`src/rtl/hcfb_pkg.sv`:
```
// ----------------------------------------------------------------------------
// hcfb_pkg
// Shared types and constants for the host command frame builder.
// ----------------------------------------------------------------------------
package hcfb_pkg;

    localparam logic [7:0] PREAMBLE    = 8'h00;
    localparam logic [7:0] START_CODE1 = 8'h00;
    localparam logic [7:0] START_CODE2 = 8'hFF;
    localparam logic [7:0] POSTAMBLE   = 8'h00;
    localparam logic [7:0] DIR_HOST    = 8'hD4;

    // Legal payload length range; values outside are pulled to the nearest end.
    localparam logic [7:0] LEN_MIN = 8'd1;
    localparam logic [7:0] LEN_MAX = 8'd254;

    localparam int QUEUE_DEPTH = 4;

    // One classified payload byte, handed from the front part to the back part.
    typedef struct packed {
        logic       first;   // opens a frame: header bytes go out ahead of it
        logic       last;    // closes a frame: trailer bytes follow it
        logic [7:0] data;    // the payload byte
        logic [7:0] len_b;   // LEN byte (payload length plus one)
        logic [7:0] len_ck;  // length checksum
        logic [7:0] data_ck; // data checksum
    } t_cmd;

    // Position in the frame of the byte the back part emits next.
    typedef enum logic [3:0] {
        S_PRE,
        S_START1,
        S_START2,
        S_LEN,
        S_LCS,
        S_DIR,
        S_DATA,
        S_DCS,
        S_POST
    } t_step;

endpackage

```
`src/rtl/host_command_frame_builder_top.sv`:
```
// ----------------------------------------------------------------------------
// host_command_frame_builder_top
// Wraps host command payload bytes into normal information frames.
// ----------------------------------------------------------------------------
// Usage: each beat on the slave stream carries one payload byte. The first
// beat of a frame also carries the payload length (1 to 254; zero is taken as
// one and 255 as 254); on later beats the length is ignored. The master
// stream carries the framed bytes: preamble, start code, LEN, length
// checksum, direction byte, the payload, data checksum and postamble. tlast
// is high on the postamble beat.
// Flow: an accepted item goes through the queue, and the back part loads its
// first output byte into the output register. A mid-frame byte yields one output
// byte; a first byte also yields the six header bytes ahead of it, a last byte
// the data checksum and postamble after it. The sequencer emits one byte per
// cycle while the receiver takes them. The front part keeps taking beats into a
// QUEUE_DEPTH-entry queue while the back part works through header or trailer
// bytes, and stalls only when that queue is full.
// Reset clears the frame tracking, empties the queue and drops o_m_axis_tvalid.
// When the receiver holds i_m_axis_tready low, the output register holds its
// beat, the sequencer waits, and the queue fills until the slave side stalls.
// ----------------------------------------------------------------------------
module host_command_frame_builder_top #(
    parameter int QUEUE_DEPTH = hcfb_pkg::QUEUE_DEPTH
) (
    input  logic        i_clk,
    input  logic        i_rst_n,
    input  logic        i_s_axis_tvalid,
    output logic        o_s_axis_tready,
    input  logic [15:0] i_s_axis_tdata,   // [7:0] data_byte, [15:8] payload_length
    output logic        o_m_axis_tvalid,
    input  logic        i_m_axis_tready,
    output logic [7:0]  o_m_axis_tdata,   // [7:0] out_byte
    output logic        o_m_axis_tlast    // last_of_frame
);

    hcfb_pkg::t_cmd push_cmd;
    hcfb_pkg::t_cmd head_cmd;
    logic           push;
    logic           full;
    logic           head_valid;
    logic           pop;

    // Front: classifies each beat and computes length and checksum bytes.
    hcfb_front u_front (
        .i_clk            (i_clk),
        .i_rst_n          (i_rst_n),
        .i_valid          (i_s_axis_tvalid),
        .o_ready          (o_s_axis_tready),
        .i_data_byte      (i_s_axis_tdata[7:0]),
        .i_payload_length (i_s_axis_tdata[15:8]),
        .i_full           (full),
        .o_push           (push),
        .o_cmd            (push_cmd)
    );

    // Queue decouples the front from the byte sequencer.
    hcfb_queue #(
        .DEPTH (QUEUE_DEPTH)
    ) u_queue (
        .i_clk   (i_clk),
        .i_rst_n (i_rst_n),
        .i_push  (push),
        .i_cmd   (push_cmd),
        .o_full  (full),
        .i_pop   (pop),
        .o_valid (head_valid),
        .o_cmd   (head_cmd)
    );

    // Back: expands each entry into its frame bytes.
    hcfb_back u_back (
        .i_clk    (i_clk),
        .i_rst_n  (i_rst_n),
        .i_valid  (head_valid),
        .i_cmd    (head_cmd),
        .o_pop    (pop),
        .o_tvalid (o_m_axis_tvalid),
        .i_tready (i_m_axis_tready),
        .o_tdata  (o_m_axis_tdata),
        .o_tlast  (o_m_axis_tlast)
    );

endmodule

```
`src/rtl/hcfb_front.sv`:
```
// ----------------------------------------------------------------------------
// hcfb_front
// Accepts payload bytes, tracks the frame and works out length and checksums.
// ----------------------------------------------------------------------------
module hcfb_front (
    input  logic              i_clk,
    input  logic              i_rst_n,
    input  logic              i_valid,
    output logic              o_ready,
    input  logic [7:0]        i_data_byte,
    input  logic [7:0]        i_payload_length,
    input  logic              i_full,
    output logic              o_push,
    output hcfb_pkg::t_cmd    o_cmd
);

    logic       r_in_frame;
    logic [7:0] r_bytes_left;
    logic [7:0] r_sum;

    logic       n_in_frame;
    logic [7:0] n_bytes_left;
    logic [7:0] n_sum;

    logic [7:0] len;
    logic [7:0] len_b;
    logic [7:0] left_next;
    logic [7:0] sum_next;
    logic       last;

    assign o_ready = !i_full;
    assign o_push  = i_valid && !i_full;

    always_comb begin
        // Clamp the length into the supported range.
        if (i_payload_length < hcfb_pkg::LEN_MIN) begin
            len = hcfb_pkg::LEN_MIN;
        end else if (i_payload_length > hcfb_pkg::LEN_MAX) begin
            len = hcfb_pkg::LEN_MAX;
        end else begin
            len = i_payload_length;
        end
        len_b = len + 8'd1;

        if (!r_in_frame) begin
            sum_next  = i_data_byte;
            left_next = len - 8'd1;
        end else begin
            sum_next  = r_sum + i_data_byte;
            left_next = (r_bytes_left != 8'd0) ? r_bytes_left - 8'd1 : 8'd0;
        end
        last = (left_next == 8'd0);

        o_cmd.first   = !r_in_frame;
        o_cmd.last    = last;
        o_cmd.data    = i_data_byte;
        o_cmd.len_b   = len_b;
        o_cmd.len_ck  = 8'd0 - len_b;
        o_cmd.data_ck = 8'd0 - (hcfb_pkg::DIR_HOST + sum_next);

        n_in_frame   = r_in_frame;
        n_bytes_left = r_bytes_left;
        n_sum        = r_sum;
        if (o_push) begin
            n_in_frame   = !last;
            n_bytes_left = last ? 8'd0 : left_next;
            n_sum        = last ? 8'd0 : sum_next;
        end
    end

    always_ff @(posedge i_clk) begin
        if (!i_rst_n) begin
            r_in_frame   <= 1'b0;
            r_bytes_left <= 8'd0;
            r_sum        <= 8'd0;
        end else begin
            r_in_frame   <= n_in_frame;
            r_bytes_left <= n_bytes_left;
            r_sum        <= n_sum;
        end
    end

endmodule

```
`src/rtl/hcfb_queue.sv`:
```
// ----------------------------------------------------------------------------
// hcfb_queue
// Short first-in first-out queue of classified bytes between front and back.
// ----------------------------------------------------------------------------
module hcfb_queue #(
    parameter int DEPTH = hcfb_pkg::QUEUE_DEPTH
) (
    input  logic              i_clk,
    input  logic              i_rst_n,
    input  logic              i_push,
    input  hcfb_pkg::t_cmd    i_cmd,
    output logic              o_full,
    input  logic              i_pop,
    output logic              o_valid,
    output hcfb_pkg::t_cmd    o_cmd
);

    localparam int PW = (DEPTH > 1) ? $clog2(DEPTH) : 1;
    localparam int CW = $clog2(DEPTH + 1);
    localparam logic [PW-1:0] LAST_IDX = PW'(DEPTH - 1);
    localparam logic [CW-1:0] FULL_CNT = CW'(DEPTH);

    hcfb_pkg::t_cmd r_mem [DEPTH];

    logic [PW-1:0] r_wr;
    logic [PW-1:0] r_rd;
    logic [CW-1:0] r_count;

    logic do_push;
    logic do_pop;

    assign o_full  = (r_count == FULL_CNT);
    assign o_valid = (r_count != '0);
    assign o_cmd   = r_mem[r_rd];
    assign do_push = i_push && !o_full;
    assign do_pop  = i_pop && o_valid;

    always_ff @(posedge i_clk) begin
        if (do_push) begin
            r_mem[r_wr] <= i_cmd;
        end
    end

    always_ff @(posedge i_clk) begin
        if (!i_rst_n) begin
            r_wr    <= '0;
            r_rd    <= '0;
            r_count <= '0;
        end else begin
            if (do_push) begin
                r_wr <= (r_wr == LAST_IDX) ? '0 : r_wr + PW'(1);
            end
            if (do_pop) begin
                r_rd <= (r_rd == LAST_IDX) ? '0 : r_rd + PW'(1);
            end
            if (do_push && !do_pop) begin
                r_count <= r_count + CW'(1);
            end else if (do_pop && !do_push) begin
                r_count <= r_count - CW'(1);
            end
        end
    end

endmodule

```
`src/rtl/hcfb_back.sv`:
```
// ----------------------------------------------------------------------------
// hcfb_back
// Sequences header, payload and trailer bytes into the output register.
// ----------------------------------------------------------------------------
module hcfb_back (
    input  logic              i_clk,
    input  logic              i_rst_n,
    input  logic              i_valid,
    input  hcfb_pkg::t_cmd    i_cmd,
    output logic              o_pop,
    output logic              o_tvalid,
    input  logic              i_tready,
    output logic [7:0]        o_tdata,
    output logic              o_tlast
);

    hcfb_pkg::t_step r_step;
    hcfb_pkg::t_step n_step;
    hcfb_pkg::t_step cur;
    logic            r_busy;
    logic            n_busy;

    logic            r_out_valid;
    logic [7:0]      r_out_byte;
    logic            r_out_last;

    logic            load;
    logic            at_end;
    logic [7:0]      sel_byte;

    assign load = i_valid && (!r_out_valid || i_tready);

    // Next-state logic of the frame sequencer.
    always_comb begin
        if (r_busy) begin
            cur = r_step;
        end else if (i_cmd.first) begin
            cur = hcfb_pkg::S_PRE;
        end else begin
            cur = hcfb_pkg::S_DATA;
        end
        at_end = (cur == hcfb_pkg::S_POST) || ((cur == hcfb_pkg::S_DATA) && !i_cmd.last);

        n_step = r_step;
        n_busy = r_busy;
        if (load) begin
            if (at_end) begin
                n_busy = 1'b0;
                n_step = hcfb_pkg::S_PRE;
            end else begin
                n_busy = 1'b1;
                n_step = hcfb_pkg::t_step'(cur + 4'd1);
            end
        end
    end

    // Output logic: the byte for the current position.
    always_comb begin
        o_pop = load && at_end;
        case (cur)
            hcfb_pkg::S_PRE:    sel_byte = hcfb_pkg::PREAMBLE;
            hcfb_pkg::S_START1: sel_byte = hcfb_pkg::START_CODE1;
            hcfb_pkg::S_START2: sel_byte = hcfb_pkg::START_CODE2;
            hcfb_pkg::S_LEN:    sel_byte = i_cmd.len_b;
            hcfb_pkg::S_LCS:    sel_byte = i_cmd.len_ck;
            hcfb_pkg::S_DIR:    sel_byte = hcfb_pkg::DIR_HOST;
            hcfb_pkg::S_DATA:   sel_byte = i_cmd.data;
            hcfb_pkg::S_DCS:    sel_byte = i_cmd.data_ck;
            hcfb_pkg::S_POST:   sel_byte = hcfb_pkg::POSTAMBLE;
            default:            sel_byte = hcfb_pkg::PREAMBLE;
        endcase
    end

    always_ff @(posedge i_clk) begin
        if (!i_rst_n) begin
            r_step      <= hcfb_pkg::S_PRE;
            r_busy      <= 1'b0;
            r_out_valid <= 1'b0;
        end else begin
            r_step <= n_step;
            r_busy <= n_busy;
            if (load) begin
                r_out_valid <= 1'b1;
            end else if (i_tready) begin
                r_out_valid <= 1'b0;
            end
        end
    end

    always_ff @(posedge i_clk) begin
        if (load) begin
            r_out_byte <= sel_byte;
            r_out_last <= (cur == hcfb_pkg::S_POST);
        end
    end

    assign o_tvalid = r_out_valid;
    assign o_tdata  = r_out_byte;
    assign o_tlast  = r_out_last;

endmodule
```
`config.mk`:
```
export PLATFORM = sky130hd
export DESIGN_NAME = host_command_frame_builder_top
export DESIGN_NICKNAME = d
export VERILOG_FILES = /design/src/rtl/hcfb_pkg.sv /design/src/rtl/host_command_frame_builder_top.sv /design/src/rtl/hcfb_front.sv /design/src/rtl/hcfb_queue.sv /design/src/rtl/hcfb_back.sv
export SDC_FILE = /design/constraint.sdc
export NUM_CORES = 1
export LEC_CHECK = 0
export BUFFER_PORTS_ARGS = -buffer_cell sky130_fd_sc_hd__buf_2
export CAP_MARGIN = 25
export CELL_PAD_IN_SITES_DETAIL_PLACEMENT = 0
export CELL_PAD_IN_SITES_GLOBAL_PLACEMENT = 1
export CORE_MARGIN = 2
export CORE_UTILIZATION = 25
export CTS_CLUSTER_SIZE = 40
export DETAILED_ROUTE_END_ITERATION = 8
export PLACE_DENSITY = 0.5
export SLEW_MARGIN = 20
export SYNTH_ARGS = -nofsm -noshare
export SYNTH_HDL_FRONTEND = slang
export SYNTH_SLANG_ARGS = --single-unit
```
`constraint.sdc`:
```
create_clock -name i_clk -period 6.4 [get_ports i_clk]
set_input_delay 1.6 -clock i_clk [delete_from_list [all_inputs] [get_ports i_clk]]
set_output_delay 1.6 -clock i_clk [all_outputs]
set_load 0.1 [all_outputs]
```
Yosys cells after proc, flatten, opt, wreduce, memory -nomap -nowiden. Memory sizes are Yosys's and may differ from the RTL's. A register that Yosys moved wholly into a read port is not among the register bits. Cells that the tools add are included.

Register bits after elaboration: 39. Bits in writable memories: 136. Input port bits: 20. Memories: 1.

Memory list: u_queue.r_mem (depth 4, bits a word 34, read ports 1, clocked after Yosys merged registers in 1, wr ports 1, line hcfb_queue.sv:23) `hcfb_pkg::t_cmd r_mem [DEPTH];`.

Add/subtract/negate cells: 12. $lt $le $gt $ge: 2. Equality and inequality tests: 10. Muxes and demuxes: 22. Reductions and logical operators: 22.

Operators with widths (count): two-way mux 8 bit (7); one-hot mux 8 bit (6 select lines) (1); equality test 4 x 3 -> 1 bit (second input constant) (4); subtractor 1 x 8 -> 8 bit (first input constant) (2); subtractor 8 x 1 -> 8 bit (second input constant) (2); two-way mux 3 bit (3); adder 8 x 1 -> 8 bit (second input constant) (1); adder 8 bit (1); adder 8 bit (first input constant) (1); equality test 4 x 2 -> 1 bit (second input constant) (2); > comparator 8 bit (second input constant) (1); logical AND 1 bit (8); zero test 8 bit (1); < comparator 8 x 1 -> 1 bit (second input constant) (1); two-way mux 2 bit (4); two-way mux 4 bit (2); nonzero test 8 bit (1); zero test 1 bit (7); two-way mux 1 bit (5); adder 2 x 1 -> 2 bit (second input constant) (2); adder 4 x 1 -> 4 bit (second input constant) (1); equality test 2 bit (second input constant) (2); equality test 4 bit (second input constant) (1); nonzero test 2 bit (2); other kinds (5) (6).

Longest topological paths before layout.
Depth after elaboration: 10. Mapped depth: 15. Mapped depth without buffers: 14.

Hierarchy. A second synthesis with hierarchy kept.

Cells, all modules: 606. Area, all modules: 8445.6 um2.

By module, submodules not included: hcfb_queue (times used 1, cells each 229, area an instance 5436.5 um2, sequential area each 4264.1 um2); hcfb_front (times used 1, cells each 289, area an instance 2113.3 um2, sequential area each 340.3 um2); hcfb_back (times used 1, cells each 88, area an instance 895.9 um2, sequential area each 390.4 um2).

Least setup slack after synthesis. No wires, ideal clock.

Path type: input-to-reg. Start point: in i_s_axis_tdata[11]. End point: reg u_front.r_sum[0]. Setup time: 0.117 ns. Data arrival time: 4.143 ns. Data required time: 6.283 ns. Setup slack: 2.140 ns. Stages: 12. Buffers on the path: 2. Cells stage by stage: clkbuf_1 -> nor4_1 -> and2_2 -> a211o_2 -> inv_1 -> ha_1 -> and3b_1 -> o32ai_1 -> nand2_1 -> or4_1 -> buf_6 -> a32o_1.

Longest elaborated chain between the ends: 7. Elaborated cells on any way between the ends: 8.

Ends and longest elaborated chain: start, declared (line host_command_frame_builder_top.sv:29) `input logic [15:0] i_s_axis_tdata,`; > comparator 8 bit (line hcfb_front.sv:38) `end else if (i_payload_length > hcfb_pkg::LEN_MAX) begin`; two-way mux 8 bit (line hcfb_front.sv:38); two-way mux 8 bit * (line hcfb_front.sv:36) `if (i_payload_length < hcfb_pkg::LEN_MIN) begin`; subtractor 8 x 1 -> 8 bit * (line hcfb_front.sv:47) `left_next = len - 8'd1;`; two-way mux 8 bit * (line hcfb_front.sv:45) `if (!r_in_frame) begin`; zero test 8 bit * (line hcfb_front.sv:52) `last = (left_next == 8'd0);`; two-way mux 8 bit * (line hcfb_front.sv:67) `n_sum = last ? 8'd0 : sum_next;`; end signal, assigned (line hcfb_front.sv:79) `r_sum <= n_sum;`; end, declared (line hcfb_front.sv:19) `logic [7:0] r_sum;`.

Every way passes the cells marked *; elsewhere a longest branch is shown, timed or not. A chain may end at the register's enable or synchronous reset.

Worst setup path after layout.
Start point: in i_s_axis_tdata[13]. End point: reg u_front.r_sum[0].

Same word-level chain as after synthesis.

==> impl_metrics.yaml <==
timing:
  worst_slew_pin_slew_ns: 0.721
  rsz0062_at_grt: "false"
  hold_violations: 0
  period_needed_ns: 4.30
  clock_skew_ns: 0.00922
  tns_ns: 0
  slew_viol_final: 0
  setup_viol: 0
  fmax_mhz: 233
  worst_slack_ns: 2.10
  whs_ns: 0.483
  period_share_pct: 67.2
  max-slew-margin-rel_pct: 51.8
cells_and_area:
  final_cells: 1005
  design_area_sq_mm: 0.00919
  area_delta_synth_final_pct: 14.3
  final_util_pct: 29.1
  antennaDiodeCount: 0
  nets: 634
  layout_commonest_cell: "edfxtp_1"
  final_cell_mix: "141 x edfxtp_1, 35 x nand2_1, 31 x mux4_2, 31 x dfxtp_1, 30 x buf_2"
  drive_above_1_share_pct: 19.9
  fillCellCount: 3171
clock_tree:
  ctsResizeCount: 0
  clk_latency_ns: 0.43
  cts-root-buf: "clkbuf_16"
  cts.reportedPaths.clkPinSlew_ns: 0.07
  cts_tree: "done"
  cts_made_buffers: 17
  cts_hold_buf: 0
  cts_setup_buffers: 0
  cts.path.max_buffers: 2
  cts_sinks: 173
  cts.htree.levels: 4
place:
  io_buffers: 30
  place_congestion: 0.770
  dp_worst_setup_slack_ns: 1.65
  dpl.cell_count: 973
  place_area_sq_mm: 0.00858
  detailed_place_hpwl_mm: 12.2
synthesis:
  synthSimpleGateAreaFrac_pct: 9.29
  synth_xor_xnor_area_share_pct: 2.29
  synth.net_count: 611
  syn_inst: 567
  ys_seq_area_share_pct: 60.6
  synthAdderAreaFrac_pct: 3.92
  yosysTopAreaCell: "edfxtp_1"
  synthMuxAreaShare_pct: 10.3
  yosysUniqueCellTypes: 73
  yosys_most_used_dff: "edfxtp_1"
  netlist_area_sq_mm: 0.00804
  synth_area_per_cell_sq_um: 14.2
  yosys_warnings: 0
  ys_async_sr_fraction_pct: 0
  synth.top_cell.area_share_pct: 52.7
  synth_top_family_by_area: "multiplexers"
  synth-compound-area-share_pct: 10.3
  synth_area_leaders: "edfxtp_1 53%, mux4_2 8.7%, dfxtp_1 8.0%, ha_1 3.4%, nand2_1 1.6%"
  synth_edf_count: 141
  synth_seq_cells: 173
outcome:
  status: "finished clean"
grt:
  grt_pass1_vias: 4849
  grt_first_pass_wirelength_mm: 28.6
  antenna_found_initial: 0
  overflow: 0
  grt_max_degree: 35
  grt_usage_pct: 11.4
setup_path:
  worstPathCellList: "buf_2 > nor4_1 > and2_2 > a211o_2 > inv_1 > ha_1 > and3b_1 > o32ai_1 > nand2_1 > or4_1 > a32o_1"
  worstPathRequired_ns: 6.72
  rr_endpoint: "u_queue.r_count[2]$_SDFFE_PN0P_"
  cp_max_fo: 10
  reg2reg_depth: 15
  worst_ep_arrival_time_ns: 4.62
  worst_path_max_delay_cell: "or4_1"
  max_stage_delay_ns: 0.68
  end_kind: "flip-flop"
  criticalPathCategory: "in -> reg"
  cp-start-kind: "input port"
  r2r_slack_ns: 2.18
floorplan:
  dieArea_sq_mm: 0.0336
  die_x_um: 183
  start_util_pct: 25.4
  coreArea_sq_mm: 0.0316
  boundaryPins: 31
  die_h_um: 183
  rows: 65
drt:
  vias: 4770
  viasPerCell: 4.75
  first_pass_iters: 5
  wire_per_inst_um: 18.2
  drt_iter0_markers: 331
  detail_route.wirelength_mm: 18.3
  drc: 0
  ant_nets: 0
power_and_ir_drop:
  finalPower_mw: 3.69
  p_leak_nw: 3.14
  powerDensity_mw_per_mm2: 402
  ir_worst_vdd_v: 0.000156
worst_hold_path:
  holdPathEnd: "u_back.o_tvalid$_SDFFE_PN0P_"
  min_from: "u_back.o_tvalid$_SDFFE_PN0P_"
  hold_class: "reg -> reg"
  hold_depth: 2
run:
  drv_cap: 0
-- Yosys cell counts (4+ instances only) --
cell type,instances
a21boi_0,12
a21oi_1,12
a221oi_1,7
a22oi_1,9
a32o_1,7
and2_1,5
and3_1,7
clkbuf_1,24
dfxtp_1,32
edfxtp_1,141
ha_1,22
inv_1,24
mux2i_1,11
mux4_2,31
nand2_1,35
nand2b_1,7
nand3_1,7
nand3b_1,4
nor2_1,20
nor2b_1,11
nor3_1,10
nor4_1,7
o211a_1,4
o21a_1,4
o21ai_0,15
o31ai_1,5
xnor2_1,11
xor2_1,10
-- critical path: cells and delay by family --
kind | cells | cell delay, ns
simple gates | 5 | 1.64
fa+ha+maj | 1 | 0.28
compound gates | 3 | 0.82
buf+inv | 2 | 0.27
-- state kept, by name (all words and copies together), names as in the netlist, named ones only --
signal                cells
u_queue.r_mem           132
u_back.o_tdata            8
u_front.r_bytes_left      8
u_front.r_sum             8
u_back.r_step             4
u_queue.r_count           3
u_queue.r_rd              2
u_queue.r_wr              2
u_back.o_tlast            1
u_back.o_tvalid           1
u_back.r_busy             1
u_front.r_in_frame        1
-- how the worst max path moves through the flow --
stage                                   from                              end  slack, ns  cells past startpoint
after floorplan           i_s_axis_tdata[11]    u_front.r_sum[0]$_SDFFE_PN0P_       2.14                     12
after global placement    i_s_axis_tdata[12]    u_front.r_sum[0]$_SDFFE_PN0P_       1.73                     11
after detailed placement  i_s_axis_tdata[13]    u_front.r_sum[1]$_SDFFE_PN0P_       1.65                     11
after CTS                 i_s_axis_tdata[13]    u_front.r_sum[1]$_SDFFE_PN0P_       2.10                     11
after global routing               flip-flop  u_queue.r_count[2]$_SDFFE_PN0P_       1.87                     15
final                     i_s_axis_tdata[13]    u_front.r_sum[0]$_SDFFE_PN0P_       2.10                     11
-- routing by layer --
layer	global-route usage, %	share of wire (%)	wire length [um]	up-vias
met5	0	0	0	-
met4	3.65	1.1	197	0
met3	2.08	3.1	563	10
met2	18.9	48	8780	82
met1	15.1	48	8720	2422
li1	-	-	-	2256
-- logic make-up (layout without fill, tap and decap cells) --
| logic type | count (synthesis) | count (layout) |
|---|---|---|
| muxes | 44 | 44 |
| adders and majority gates | 24 | 24 |
| AOI/OAI and AO/OA | 110 | 110 |
| buffers and inverters | 58 | 94 |
| DFF | 173 | 173 |
| xor gates and xnor gates | 21 | 21 |
| and+or+nand+nor | 137 | 137 |
-- report_power, final --
part	internal, mW	leakage (nW)	switching (mW)
clock network	0.532	0.297	0.508
logic	0.348	1.28	0.770
registers	1.46	1.56	0.0793
-- area by class of cell --
cell class	instances	area (sq um)	area share [%]
Inverter	25	93.8	1.02
Clock inverter	15	186	2.03
Multi-Input combinational cell	336	2900	31.6
Clock buffer	17	425	4.63
Sequential cell	173	4880	53.0
Tap cell	402	503	5.47
Timing Repair Buffer	37	203	2.21
Power figures use the tool's default switching activity.
